<file path="config.mk">
export PLATFORM = sky130hd
export DESIGN_NAME = connection_match_table_top_flat
export DESIGN_NICKNAME = d
export VERILOG_FILES = /design/src/sv/cmt_pkg.sv /design/src/sv/cmt_if.sv /design/src/sv/connection_match_table_top.sv /design/src/flat_wrapper.sv
export SDC_FILE = /design/constraint.sdc
export NUM_CORES = 2
export LEC_CHECK = 0
export BUFFER_PORTS_ARGS = -buffer_cell sky130_fd_sc_hd__buf_2
export CORE_UTILIZATION = 50
export CTS_CLUSTER_DIAMETER = 150
export DETAILED_ROUTE_END_ITERATION = 10
export PLACE_DENSITY = 0.66
export RECOVER_POWER = 50
export SLEW_MARGIN = 20
export SYNTH_ARGS = -nofsm -noshare
export SYNTH_HDL_FRONTEND = slang
export SYNTH_SLANG_ARGS = --single-unit
</file>
<file path="constraint.sdc">
create_clock -name clk -period 18.4 [get_ports clk]
set_clock_uncertainty 0.2 [all_clocks]
set_input_delay 1.84 -clock clk [delete_from_list [all_inputs] [get_ports clk]]
set_output_delay 1.84 -clock clk [all_outputs]
set_load 0.005 [all_outputs]
</file>
<file path="src/sv/cmt_pkg.sv">
// ----------------------------------------------------------------------------
// cmt_pkg
// Shared widths, command and status codes for the connection match table.
// ----------------------------------------------------------------------------
package cmt_pkg;
  localparam int PEER_COUNT_D    = 16;
  localparam int ENTRY_COUNT_D   = 32;
  localparam int ADDRESS_BITS_D  = 64;
  localparam int SEQUENCE_BITS_D = 16;
  localparam int HANDLE_BITS_D   = 8;

  localparam logic [1:0] CMD_NEXT   = 2'd0;
  localparam logic [1:0] CMD_INSERT = 2'd1;
  localparam logic [1:0] CMD_LOOKUP = 2'd2;
  localparam logic [1:0] CMD_REMOVE = 2'd3;

  localparam logic [2:0] ST_OK           = 3'd0;
  localparam logic [2:0] ST_SENTINEL     = 3'd1;
  localparam logic [2:0] ST_NOT_FOUND    = 3'd2;
  localparam logic [2:0] ST_PEERS_FULL   = 3'd3;
  localparam logic [2:0] ST_ENTRIES_FULL = 3'd4;

  localparam logic REG_MAX_SEQ  = 1'b0;
  localparam logic REG_ADDR_BYT = 1'b1;
endpackage

</file>
<file path="src/sv/cmt_if.sv">
// ----------------------------------------------------------------------------
// cmt_in_if / cmt_out_if
// Valid/ready channels for command and result beats.
// ----------------------------------------------------------------------------
interface cmt_in_if #(
  parameter int ADDRESS_BITS  = cmt_pkg::ADDRESS_BITS_D,
  parameter int SEQUENCE_BITS = cmt_pkg::SEQUENCE_BITS_D,
  parameter int HANDLE_BITS   = cmt_pkg::HANDLE_BITS_D
);
  logic                     valid;
  logic                     ready;
  logic [1:0]               command;
  logic [ADDRESS_BITS-1:0]  peer_address;
  logic [SEQUENCE_BITS-1:0] conn_sequence;
  logic [HANDLE_BITS-1:0]   elem_handle;
  logic [1:0]               queue_select;
  logic                     delete_on_match;
  modport source (output valid, command, peer_address, conn_sequence, elem_handle,
                  queue_select, delete_on_match, input ready);
  modport sink (input valid, command, peer_address, conn_sequence, elem_handle,
                queue_select, delete_on_match, output ready);
endinterface

interface cmt_out_if #(
  parameter int SEQUENCE_BITS = cmt_pkg::SEQUENCE_BITS_D,
  parameter int HANDLE_BITS   = cmt_pkg::HANDLE_BITS_D
);
  logic                     valid;
  logic                     ready;
  logic [2:0]               status;
  logic [SEQUENCE_BITS-1:0] sequence_out;
  logic                     found;
  logic [HANDLE_BITS-1:0]   matched_handle;
  modport source (output valid, status, sequence_out, found, matched_handle,
                  input ready);
  modport sink (input valid, status, sequence_out, found, matched_handle,
                output ready);
endinterface

</file>
<file path="src/sv/connection_match_table_top.sv">
// ----------------------------------------------------------------------------
// connection_match_table_top
// Per-peer table of expected and unexpected connection handles.
// ----------------------------------------------------------------------------
// Sequence: a lookup or remove walks the peer table, then the entry store; a lookup
//   walks the entry store again when it searches both queues, and an insert walks
//   the peer table, then allocates a free entry; one shared compare unit walks
//   the peer table, then the entry store, one slot per cycle.
// Throughput: one beat in flight; the next command waits for the result beat.
// Reset: clears peer and entry valid bits, insert counter and registers.
module connection_match_table_top #(
  parameter int PEER_COUNT    = cmt_pkg::PEER_COUNT_D,
  parameter int ENTRY_COUNT   = cmt_pkg::ENTRY_COUNT_D,
  parameter int ADDRESS_BITS  = cmt_pkg::ADDRESS_BITS_D,
  parameter int SEQUENCE_BITS = cmt_pkg::SEQUENCE_BITS_D,
  parameter int HANDLE_BITS   = cmt_pkg::HANDLE_BITS_D
) (
  input  logic        clk,
  input  logic        rst,
  cmt_in_if.sink      in_ch,
  cmt_out_if.source   out_ch,
  input  logic        psel,
  input  logic        penable,
  input  logic        pwrite,
  input  logic [2:0]  paddr,
  input  logic [31:0] pwdata,
  output logic [31:0] prdata,
  output logic        pready
);
  localparam int PW = $clog2(PEER_COUNT);
  localparam int EW = $clog2(ENTRY_COUNT);
  localparam int IW = ((PW > EW) ? PW : EW) + 1;

  localparam logic [2:0] S_IDLE = 3'd0, S_PEER = 3'd1, S_ALLOC = 3'd2,
                         S_SCAN = 3'd3, S_DONE = 3'd4, S_OUT = 3'd5;

  logic [SEQUENCE_BITS-1:0] max_sequence;
  logic [3:0]               address_bytes;
  assign pready = 1'b1;
  always_ff @(posedge clk) begin
    if (rst) begin
      max_sequence  <= SEQUENCE_BITS'(16'hFFFF);
      address_bytes <= 4'd8;
    end else if (psel && penable && pwrite && pready) begin
      if (paddr[2] == cmt_pkg::REG_MAX_SEQ) max_sequence <= SEQUENCE_BITS'(pwdata[15:0]);
      else address_bytes <= pwdata[3:0];
    end
  end
  always_comb begin
    if (paddr[2] == cmt_pkg::REG_ADDR_BYT) prdata = {28'd0, address_bytes};
    else prdata = 32'(max_sequence);
  end

  logic [2:0]               state;
  logic [1:0]               cmd;
  logic [ADDRESS_BITS-1:0]  key;
  logic [SEQUENCE_BITS-1:0] seq;
  logic [HANDLE_BITS-1:0]   hdl;
  logic [1:0]               qsel;
  logic                     del;
  logic                     cur_q;
  logic [IW-1:0]            idx;
  logic                     pfound, phole;
  logic [PW-1:0]            pidx, phidx;
  logic                     efound;
  logic [EW-1:0]            eidx;
  logic [31:0]              edist;
  logic [31:0]              insert_counter;

  logic [PEER_COUNT-1:0]    peer_valid;
  logic [ADDRESS_BITS-1:0]  peer_key [PEER_COUNT];
  logic [SEQUENCE_BITS-1:0] peer_seq [PEER_COUNT];
  logic [ENTRY_COUNT-1:0]   entry_valid;
  logic [PW-1:0]            entry_peer [ENTRY_COUNT];
  logic                     entry_queue [ENTRY_COUNT];
  logic [SEQUENCE_BITS-1:0] entry_sequence [ENTRY_COUNT];
  logic [HANDLE_BITS-1:0]   entry_handle [ENTRY_COUNT];
  logic [31:0]              entry_age [ENTRY_COUNT];

  logic [2:0]               o_status;
  logic [SEQUENCE_BITS-1:0] o_seq;
  logic                     o_found;
  logic [HANDLE_BITS-1:0]   o_hdl;

  // key mask from address_bytes
  logic [ADDRESS_BITS-1:0] kmask;
  always_comb begin
    logic [63:0] m;
    case (address_bytes)
      4'd0: m = 64'd0;
      4'd1: m = 64'hFF;
      4'd2: m = 64'hFFFF;
      4'd3: m = 64'hFF_FFFF;
      4'd4: m = 64'hFFFF_FFFF;
      4'd5: m = 64'hFF_FFFF_FFFF;
      4'd6: m = 64'hFFFF_FFFF_FFFF;
      4'd7: m = 64'hFF_FFFF_FFFF_FFFF;
      default: m = '1;
    endcase
    kmask = m[ADDRESS_BITS-1:0];
  end

  // shared compare unit, one slot per cycle
  logic [PW-1:0] pi;
  logic [EW-1:0] ei;
  logic          pmatch, ematch;
  logic [31:0]   gap;
  logic          lookup_sentinel;
  assign pi = idx[PW-1:0];
  assign ei = idx[EW-1:0];
  assign pmatch = peer_valid[pi] && peer_key[pi] == key;
  assign gap = insert_counter - entry_age[ei];
  assign ematch = entry_valid[ei] && entry_peer[ei] == pidx && entry_queue[ei] == cur_q &&
                  entry_sequence[ei] == seq &&
                  (cmd != cmt_pkg::CMD_REMOVE || entry_handle[ei] == hdl);
  assign lookup_sentinel = in_ch.command == cmt_pkg::CMD_LOOKUP &&
                           in_ch.conn_sequence == max_sequence;

  assign in_ch.ready = (state == S_IDLE);
  assign out_ch.valid = (state == S_OUT);
  assign out_ch.status = o_status;
  assign out_ch.sequence_out = o_seq;
  assign out_ch.found = o_found;
  assign out_ch.matched_handle = o_hdl;

  always_ff @(posedge clk) begin
    if (rst) begin
      state <= S_IDLE;
      peer_valid <= '0;
      entry_valid <= '0;
      insert_counter <= '0;
    end else begin
      case (state)
        S_IDLE: if (in_ch.valid) begin
          cmd  <= in_ch.command;
          key  <= in_ch.peer_address & kmask;
          seq  <= in_ch.conn_sequence;
          hdl  <= in_ch.elem_handle;
          qsel <= in_ch.queue_select;
          del  <= in_ch.delete_on_match;
          idx <= '0; pfound <= 1'b0; phole <= 1'b0;
          o_seq <= '0; o_found <= 1'b0; o_hdl <= '0;
          o_status <= lookup_sentinel ? cmt_pkg::ST_SENTINEL : cmt_pkg::ST_OK;
          if (lookup_sentinel) state <= S_OUT;
          else state <= S_PEER;
        end
        S_PEER: begin
          if (!pfound && pmatch) begin pfound <= 1'b1; pidx <= pi; end
          if (!phole && !peer_valid[pi]) begin phole <= 1'b1; phidx <= pi; end
          if (idx == IW'(PEER_COUNT - 1)) begin
            idx <= '0; efound <= 1'b0; edist <= '0;
            cur_q <= (cmd == cmt_pkg::CMD_LOOKUP && qsel[1]) ? 1'b0 : qsel[0];
            state <= S_DONE;
          end else idx <= idx + 1'b1;
        end
        S_DONE: begin
          // resolve peer and decide next phase
          if (cmd == cmt_pkg::CMD_NEXT || cmd == cmt_pkg::CMD_INSERT) begin
            if (!pfound) begin
              if (!phole) begin
                o_status <= cmt_pkg::ST_PEERS_FULL;
                state <= S_OUT;
              end else begin
                peer_valid[phidx] <= 1'b1;
                peer_key[phidx] <= key;
                peer_seq[phidx] <= '0;
                pidx <= phidx;
                pfound <= 1'b1;
              end
            end else if (cmd == cmt_pkg::CMD_NEXT) begin
              o_seq <= peer_seq[pidx];
              if (peer_seq[pidx] == max_sequence) o_status <= cmt_pkg::ST_SENTINEL;
              else peer_seq[pidx] <= peer_seq[pidx] + 1'b1;
              state <= S_OUT;
            end else if (seq == max_sequence) begin
              o_status <= cmt_pkg::ST_SENTINEL;
              state <= S_OUT;
            end else begin
              idx <= '0;
              state <= S_ALLOC;
            end
          end else if (!pfound) begin
            o_status <= cmt_pkg::ST_NOT_FOUND;
            state <= S_OUT;
          end else begin
            idx <= '0;
            state <= S_SCAN;
          end
        end
        S_ALLOC: begin
          if (!entry_valid[ei]) begin
            entry_valid[ei] <= 1'b1;
            entry_peer[ei] <= pidx;
            entry_queue[ei] <= qsel[0];
            entry_sequence[ei] <= seq;
            entry_handle[ei] <= hdl;
            entry_age[ei] <= insert_counter;
            insert_counter <= insert_counter + 1'b1;
            o_found <= 1'b1;
            state <= S_OUT;
          end else if (idx == IW'(ENTRY_COUNT - 1)) begin
            o_status <= cmt_pkg::ST_ENTRIES_FULL;
            state <= S_OUT;
          end else idx <= idx + 1'b1;
        end
        S_SCAN: begin
          logic hit;
          logic [EW-1:0] bi;
          hit = efound;
          bi = eidx;
          if (ematch && (!efound || gap > edist)) begin
            hit = 1'b1; bi = ei;
            efound <= 1'b1; eidx <= ei; edist <= gap;
          end
          if (idx == IW'(ENTRY_COUNT - 1)) begin
            idx <= '0;
            if (!hit && cmd == cmt_pkg::CMD_LOOKUP && qsel[1] && !cur_q) begin
              cur_q <= 1'b1;
            end else begin
              state <= S_OUT;
              if (!hit) o_status <= cmt_pkg::ST_NOT_FOUND;
              else if (cmd == cmt_pkg::CMD_REMOVE) entry_valid[bi] <= 1'b0;
              else begin
                o_found <= 1'b1;
                o_hdl <= entry_handle[bi];
                if (del) entry_valid[bi] <= 1'b0;
              end
            end
          end else idx <= idx + 1'b1;
        end
        S_OUT: if (out_ch.ready) state <= S_IDLE;
        default: state <= S_IDLE;
      endcase
    end
  end
endmodule
</file>
<file path="src/flat_wrapper.sv">
// flat-port wrapper written by rule: the top's interface ports become plain ports
module connection_match_table_top_flat 
#(
  parameter int PEER_COUNT    = cmt_pkg::PEER_COUNT_D,
  parameter int ENTRY_COUNT   = cmt_pkg::ENTRY_COUNT_D,
  parameter int ADDRESS_BITS  = cmt_pkg::ADDRESS_BITS_D,
  parameter int SEQUENCE_BITS = cmt_pkg::SEQUENCE_BITS_D,
  parameter int HANDLE_BITS   = cmt_pkg::HANDLE_BITS_D
)
  (clk, rst, psel, penable, pwrite, paddr, pwdata, prdata, pready, in_ch_valid, in_ch_command, in_ch_peer_address, in_ch_conn_sequence, in_ch_elem_handle, in_ch_queue_select, in_ch_delete_on_match, in_ch_ready, out_ch_valid, out_ch_status, out_ch_sequence_out, out_ch_found, out_ch_matched_handle, out_ch_ready);
  cmt_in_if #(.ADDRESS_BITS(ADDRESS_BITS), .SEQUENCE_BITS(SEQUENCE_BITS), .HANDLE_BITS(HANDLE_BITS)) in_ch_i ();
  cmt_out_if #(.SEQUENCE_BITS(SEQUENCE_BITS), .HANDLE_BITS(HANDLE_BITS)) out_ch_i ();
  input  logic clk;
  input  logic rst;
  input  logic psel;
  input  logic penable;
  input  logic pwrite;
  input  logic [2:0] paddr;
  input  logic [31:0] pwdata;
  output logic [31:0] prdata;
  output logic pready;
  input wire logic [$bits(in_ch_i.valid)-1:0] in_ch_valid;
  input wire logic [$bits(in_ch_i.command)-1:0] in_ch_command;
  input wire logic [$bits(in_ch_i.peer_address)-1:0] in_ch_peer_address;
  input wire logic [$bits(in_ch_i.conn_sequence)-1:0] in_ch_conn_sequence;
  input wire logic [$bits(in_ch_i.elem_handle)-1:0] in_ch_elem_handle;
  input wire logic [$bits(in_ch_i.queue_select)-1:0] in_ch_queue_select;
  input wire logic [$bits(in_ch_i.delete_on_match)-1:0] in_ch_delete_on_match;
  output wire logic [$bits(in_ch_i.ready)-1:0] in_ch_ready;
  output wire logic [$bits(out_ch_i.valid)-1:0] out_ch_valid;
  output wire logic [$bits(out_ch_i.status)-1:0] out_ch_status;
  output wire logic [$bits(out_ch_i.sequence_out)-1:0] out_ch_sequence_out;
  output wire logic [$bits(out_ch_i.found)-1:0] out_ch_found;
  output wire logic [$bits(out_ch_i.matched_handle)-1:0] out_ch_matched_handle;
  input wire logic [$bits(out_ch_i.ready)-1:0] out_ch_ready;
  assign in_ch_i.valid = in_ch_valid;
  assign in_ch_i.command = in_ch_command;
  assign in_ch_i.peer_address = in_ch_peer_address;
  assign in_ch_i.conn_sequence = in_ch_conn_sequence;
  assign in_ch_i.elem_handle = in_ch_elem_handle;
  assign in_ch_i.queue_select = in_ch_queue_select;
  assign in_ch_i.delete_on_match = in_ch_delete_on_match;
  assign in_ch_ready = in_ch_i.ready;
  assign out_ch_valid = out_ch_i.valid;
  assign out_ch_status = out_ch_i.status;
  assign out_ch_sequence_out = out_ch_i.sequence_out;
  assign out_ch_found = out_ch_i.found;
  assign out_ch_matched_handle = out_ch_i.matched_handle;
  assign out_ch_i.ready = out_ch_ready;
  connection_match_table_top #(.PEER_COUNT(PEER_COUNT), .ENTRY_COUNT(ENTRY_COUNT), .ADDRESS_BITS(ADDRESS_BITS), .SEQUENCE_BITS(SEQUENCE_BITS), .HANDLE_BITS(HANDLE_BITS)) u_core (.clk(clk), .rst(rst), .in_ch(in_ch_i), .out_ch(out_ch_i), .psel(psel), .penable(penable), .pwrite(pwrite), .paddr(paddr), .pwdata(pwdata), .prdata(prdata), .pready(pready));
endmodule
</file>
Yosys cells after proc, flatten, opt, wreduce, memory -nomap -nowiden:

Memory sizes are Yosys's and may differ from the RTL's. A register that Yosys moved wholly into a read port is not among the register bits.
Index checks and enable logic that the tools add are counted.
Widths: inputs -> output; s select.

* bits of input ports: 135
* memory bits (writable): 3232
* memories kept: 8
* output and inout port bits: 63
* word-level logic and storage cells: 297
* ROM bits: 448
* register bits after elaboration: 279

* $lt $le $gt $ge: 8
* reductions and logical operators: 60
* bitwise gates (word level): 9
* muxes and demuxes: 134
* add/subtract/negate cells: 4
* equality and inequality tests: 49

Memory list
* u_core.entry_age: words 32, bits a word 32, rd ports 1, clocked after memory_dff 1, wr ports 1, RTL line connection_match_table_top.sv:78 `logic [31:0] entry_age [ENTRY_COUNT];`
* u_core.peer_key: words 16, bits a word 64, rd ports 1, clocked after memory_dff 1, wr ports 1, RTL line connection_match_table_top.sv:71 `logic [ADDRESS_BITS-1:0] peer_key [PEER_COUNT];`
* u_core.entry_sequence: words 32, bits a word 16, rd ports 1, clocked after memory_dff 1, wr ports 1, RTL line connection_match_table_top.sv:76 `logic [SEQUENCE_BITS-1:0] entry_sequence [ENTRY_COUNT];`
* (no name shown): words 8, bits a word 56, rd ports 1, clocked after memory_dff 1, wr ports 0, RTL line connection_match_table_top.sv:89 `case (address_bytes)`
* u_core.entry_handle: words 32, bits a word 8, rd ports 2, clocked after memory_dff 1, wr ports 1, RTL line connection_match_table_top.sv:77 `logic [HANDLE_BITS-1:0] entry_handle [ENTRY_COUNT];`
* u_core.peer_seq: words 16, bits a word 16, rd ports 1, clocked after memory_dff 1, wr ports 1, RTL line connection_match_table_top.sv:72 `logic [SEQUENCE_BITS-1:0] peer_seq [PEER_COUNT];`
* +2 memories

Operator list (count)
* $mux 32: 8
* $pmux 32 s2: 2
* $mux 16: 6
* $mux 3: 29
* $and 64x64->64: 1
* $eq 16x16->1: 4
* $eq 64x64->1: 1
* $mux 64: 1
* $mux 6: 10
* $mux 1: 42
* $mux 5: 8
* $mux 8: 5
* $add 32x1->32 const B: 1
* $and 32x32->32: 1
* $gt 32x32->1: 1
* $not 32->32: 1
* $or 32x32->32: 1
* $pmux 16 s2: 1
* $sub 32x32->32: 1
* $pmux 6 s5: 1
* $mux 4: 7
* $ne 2x1->1 const B: 14
* $logic_and 1x1->1: 18
* $pmux 3 s6: 1
* 49 further kinds: 99

Depth between registers and ports, before layout:

* depth in word-level cells: 22
* depth in mapped cells: 48
* gate-level depth less buffers: 34

Worst setup path after synthesis:

OpenSTA, ideal clock, no wires.

* path kind: reg2reg
* start point: register (tool-made name)
* end point: register u_core.edist[0], enable pin
* path buffers: 11
* data required time: 17779 ps
* stages on the path, launching flop included: 38
* period minus slack after synthesis: 10100 ps
* library setup time: 421 ps
* arrival time: 9479 ps
* path slack: 8300 ps
* cells stage by stage: dfxtp_1 buf_6 buf_6 buf_4 buf_4 buf_6 buf_6 buf_2 buf_4 buf_4 buf_2 buf_1 mux4_2 mux4_2 mux2i_1 ha_1 a21o_1 a21oi_1 [2 not listed] a21oi_1 o21ai_0 a21o_1 o221ai_1 o31ai_1 a311o_1 a211o_1 nand4_1 nand3_1 ha_1 nand4_1 nor3_1 nand2_1 o211ai_1 nand4_2 nor3_4 nor2_1 nor2_1

RTL lines
* end signal: assignment: RTL line connection_match_table_top.sv:151 `idx <= '0; efound <= 1'b0; edist <= '0;`
* end signal: assignment: RTL line connection_match_table_top.sv:213 `efound <= 1'b1; eidx <= ei; edist <= gap;`
* end: declaration: RTL line connection_match_table_top.sv:67 `logic [31:0] edist;`

==> results.sh <==
export IMPL_power_leakage_nw=50.95
export IMPL_vdd_drop_max_mv=0.1002
export IMPL_tightest_slew_ns=4.430
export IMPL_status="finished with violations"
export IMPL_hold_viol_final=0
export IMPL_rsz0062_at_grt="false"
export IMPL_yosysTopAreaCellShare=0.7204
export IMPL_final_util=0.5651
export IMPL_drive_above_1_share=0.2361
export IMPL_cts_sinks=3527
export IMPL_antenna_found_initial=14
export IMPL_power_density_nw_per_um2=127.8
export IMPL_cts_htree_levels=5
export IMPL_route_vias_total=73190
export IMPL_critPathLaunchType="register"
export IMPL_synth_area_leaders="edfxtp_1 72%, mux4_2 15%, mux2i_1 1.9%"
export IMPL_setup_violations=0
export IMPL_final_period_utilization=0.6939
export IMPL_min_to="u_core.entry_valid[31]$_SDFFE_PP0P_"
export IMPL_rr_endpoint="u_core.out_ch.matched_handle[6]$_SDFFCE_PN0P_"
export IMPL_cp_max_fo=77
export IMPL_wl_per_cell_microns=32.10
export IMPL_start_util=0.5032
export IMPL_drtAntennaViolNets=0
export IMPL_yosysMostFrequentCell="edfxtp_1"
export IMPL_synth_warnings=0
export IMPL_synth_top_cell_by_area="edfxtp_1"
export IMPL_overflow=0
export IMPL_grt_pass1_vias=73500
export IMPL_slew_headroom=-1.954
export IMPL_hold_start="u_core.entry_valid[31]$_SDFFE_PP0P_"
export IMPL_initialDrtViolationCount=9568
export IMPL_critical_path_class="reg -> reg"
export IMPL_max_freq_mhz=78.32
export IMPL_gp_congestion=0.8382
export IMPL_required_ns=18.77
export IMPL_die_w_microns=535.0
export IMPL_drc=0
export IMPL_synth_cells=7037
export IMPL_fin_crit_ns=12.77
export IMPL_cts_tree="done"
export IMPL_nets=7626
export IMPL_stdcell_count=11480
export IMPL_violations="max-capacitance violations, max-slew violations"
export IMPL_syn_area_sq_um=142100
export IMPL_clk_pin_slew_ns=0.07
export IMPL_numCtsBuffers=360
export IMPL_die_area_sq_um=286200
export IMPL_worstPathArrival_ns=13.14
export IMPL_hpwlAfterDp_microns=201000
export IMPL_viasPerCell=6.375
export IMPL_synth_cell_types=81
export IMPL_finalWirelength_microns=368500
export IMPL_hold_path_depth=2
export IMPL_die_h_microns=535.0
export IMPL_cts_setup_buffers=0
export IMPL_setup_tns_ns=0
export IMPL_worst_path_max_delay_cell="dfxtp_4"
export IMPL_synth_flop_cell="edfxtp_1"
export IMPL_cpPeakStageDelay_ns=0.86
export IMPL_cts_resized=0
export IMPL_worst_hold_path_type="reg -> reg"
export IMPL_dr_pass1_iters=6
export IMPL_root_buffer="clkbuf_16"
export IMPL_max_cap_viol_count=45
export IMPL_io_pins=198
export IMPL_syn_avg_cell_area_sq_um=20.19
export IMPL_io_buffer_count=162
export IMPL_grt_pass1_wl_microns=526400
export IMPL_area_growth_synth_to_final_pct=12.29
export IMPL_cts_hold_buf=0
export IMPL_totalPowerFinal_mw=20.39
export IMPL_insertion_delay_ns=0.94
export IMPL_ys_seq_area_frac=0.7372
export IMPL_worst_setup_path_end_kind="register"
export IMPL_synth_edf_count=3408
export IMPL_grt_usage=0.2565
export IMPL_dp_cells=10800
export IMPL_reg2regPathDepth=32
export IMPL_report_final_slew_viol_count=1459
export IMPL_ys_seq_elements=3527
export IMPL_grt_max_degree=124
export IMPL_fp_coreArea_sq_um=282300
export IMPL_synth_common_cells="3408 x edfxtp_1, 917 x mux4_2, 284 x nand2_1, 268 x mux2i_1, 242 x nor2_1"
export IMPL_reg2reg_setup_slack_ns=5.63
export IMPL_async_reset_ff_frac=0
export IMPL_cts_buffer_depth=4
export IMPL_rows=195
-- worst max-delay path: cells and delay by family, from the launching register on --
family,cells,cell delay (ns)
multiplexers,6,2.05
buffers and inverters,5,3.08
AND/OR/NAND/NOR,6,1.47
adder cells (fa/ha/maj),2,0.65
AO/OA/AOI/OAI,12,3.61
flip-flops,1,0.86
XOR/XNOR,1,0.20
-- through the flow --
| step | cell area, sq um | hold slack, ns | worst slack [ns] |
|---|---|---|---|
| 2_1_floorplan | 142100 | 0.2244 | 8.300 |
| 3_3_place_gp | 148000 | 0.2514 | 6.034 |
| 3_5_place_dp | 148000 | 0.2540 | 6.000 |
| 4_1_cts | 159800 | 0.2625 | 5.899 |
| 5_1_grt | 159500 | 0.2909 | 5.043 |
| 6_report | 159500 | 0.2647 | 5.632 |
-- cell type report --
class / instances / area [sq um]
fill: 20810 / 122800
sequential: 3527 / 104700
multi-input combinational: 3042 / 35560
clock buffer: 438 / 9424
tap: 3743 / 4683
timing repair buffer: 395 / 2376
clock inverter: 230 / 2330
inverter: 95 / 366.6
antenna: 11 / 27.53
-- per-layer routing --
layer,vias up,track usage,wire length [microns]
li1,29800,-,-
met1,39030,0.3568,145600
met2,3701,0.4178,179600
met3,658,0.03944,30260
met4,4,0.08520,13090
met5,-,0,34
-- how the worst max path moves through the flow --
stage	end	cells after the start	startpoint
after floorplan	u_core.edist[0]$_SDFFCE_PN0P_	37	register
after global placement	u_core.out_ch.matched_handle[6]$_SDFFCE_PN0P_	32	register
after detailed placement	u_core.out_ch.matched_handle[6]$_SDFFCE_PN0P_	32	register
after CTS	u_core.out_ch.matched_handle[6]$_SDFFCE_PN0P_	32	register
after global routing	u_core.out_ch.matched_handle[6]$_SDFFCE_PN0P_	32	register
final	u_core.out_ch.matched_handle[6]$_SDFFCE_PN0P_	32	register
-- power by group --
group / total, mW / internal, mW / leakage, nW / switching, mW
Sequential: 9.13 / 8.94 / 32.4 / 0.196
Clock: 7.25 / 4.15 / 5.69 / 3.10
Combinational: 4.00 / 1.85 / 12.8 / 2.15
-- flip-flops by register name (all words and copies together) (netlist names), 6 cells and up, named ones only --
signal	flops
u_core.idx	6
u_core.peer_key	1024
u_core.seq	16
u_core.out_ch.sequence_out	16
u_core.entry_handle	256
u_core.edist	32
u_core.entry_age	1024
u_core.hdl	8
u_core.key	64
u_core.max_sequence	16
u_core.peer_valid	16
u_core.insert_counter	32
u_core.out_ch.matched_handle	8
u_core.entry_queue	32
u_core.entry_peer	128
u_core.peer_seq	256
u_core.entry_valid	32
u_core.entry_sequence	512
-- logic make-up (layout without fill, tap and decap cells) --
| family | count (synthesis) | count (layout) | share of synthesized area |
|---|---|---|---|
| compound gates | 501 | 501 | 0.02553 |
| other cells | 2 | 28 | 0.00005287 |
| mux | 1207 | 1207 | 0.1660 |
| simple gates | 1038 | 1038 | 0.03617 |
| xor+xnor | 209 | 209 | 0.01289 |
| flops | 3527 | 3527 | 0.7372 |
| buf+inv | 483 | 1158 | 0.01593 |
| fa+ha+maj | 70 | 70 | 0.006219 |
-- layout by cell type, fill, tap and decap left out, types with 47 or more instances in the layout --
| master | instances |
|---|---|
| dfxtp_1 | 112 |
| a32oi_1 | 49 |
| nand3_1 | 95 |
| xnor2_1 | 96 |
| inv_1 | 91 |
| nor2b_1 | 133 |
| clkbuf_1 | 173 |
| mux4_2 | 917 |
| nand2b_1 | 49 |
| nor2_1 | 194 |
| edfxtp_1 | 3408 |
| nand2_1 | 284 |
| ha_1 | 69 |
| clkbuf_16 | 362 |
| xor2_1 | 113 |
| a22oi_1 | 53 |
| buf_2 | 118 |
| a21oi_1 | 90 |
| clkinv_2 | 59 |
| clkinv_1 | 95 |
| nor2_4 | 47 |
| buf_4 | 164 |
| mux2i_1 | 266 |
(Power assumes the default switching activity.)
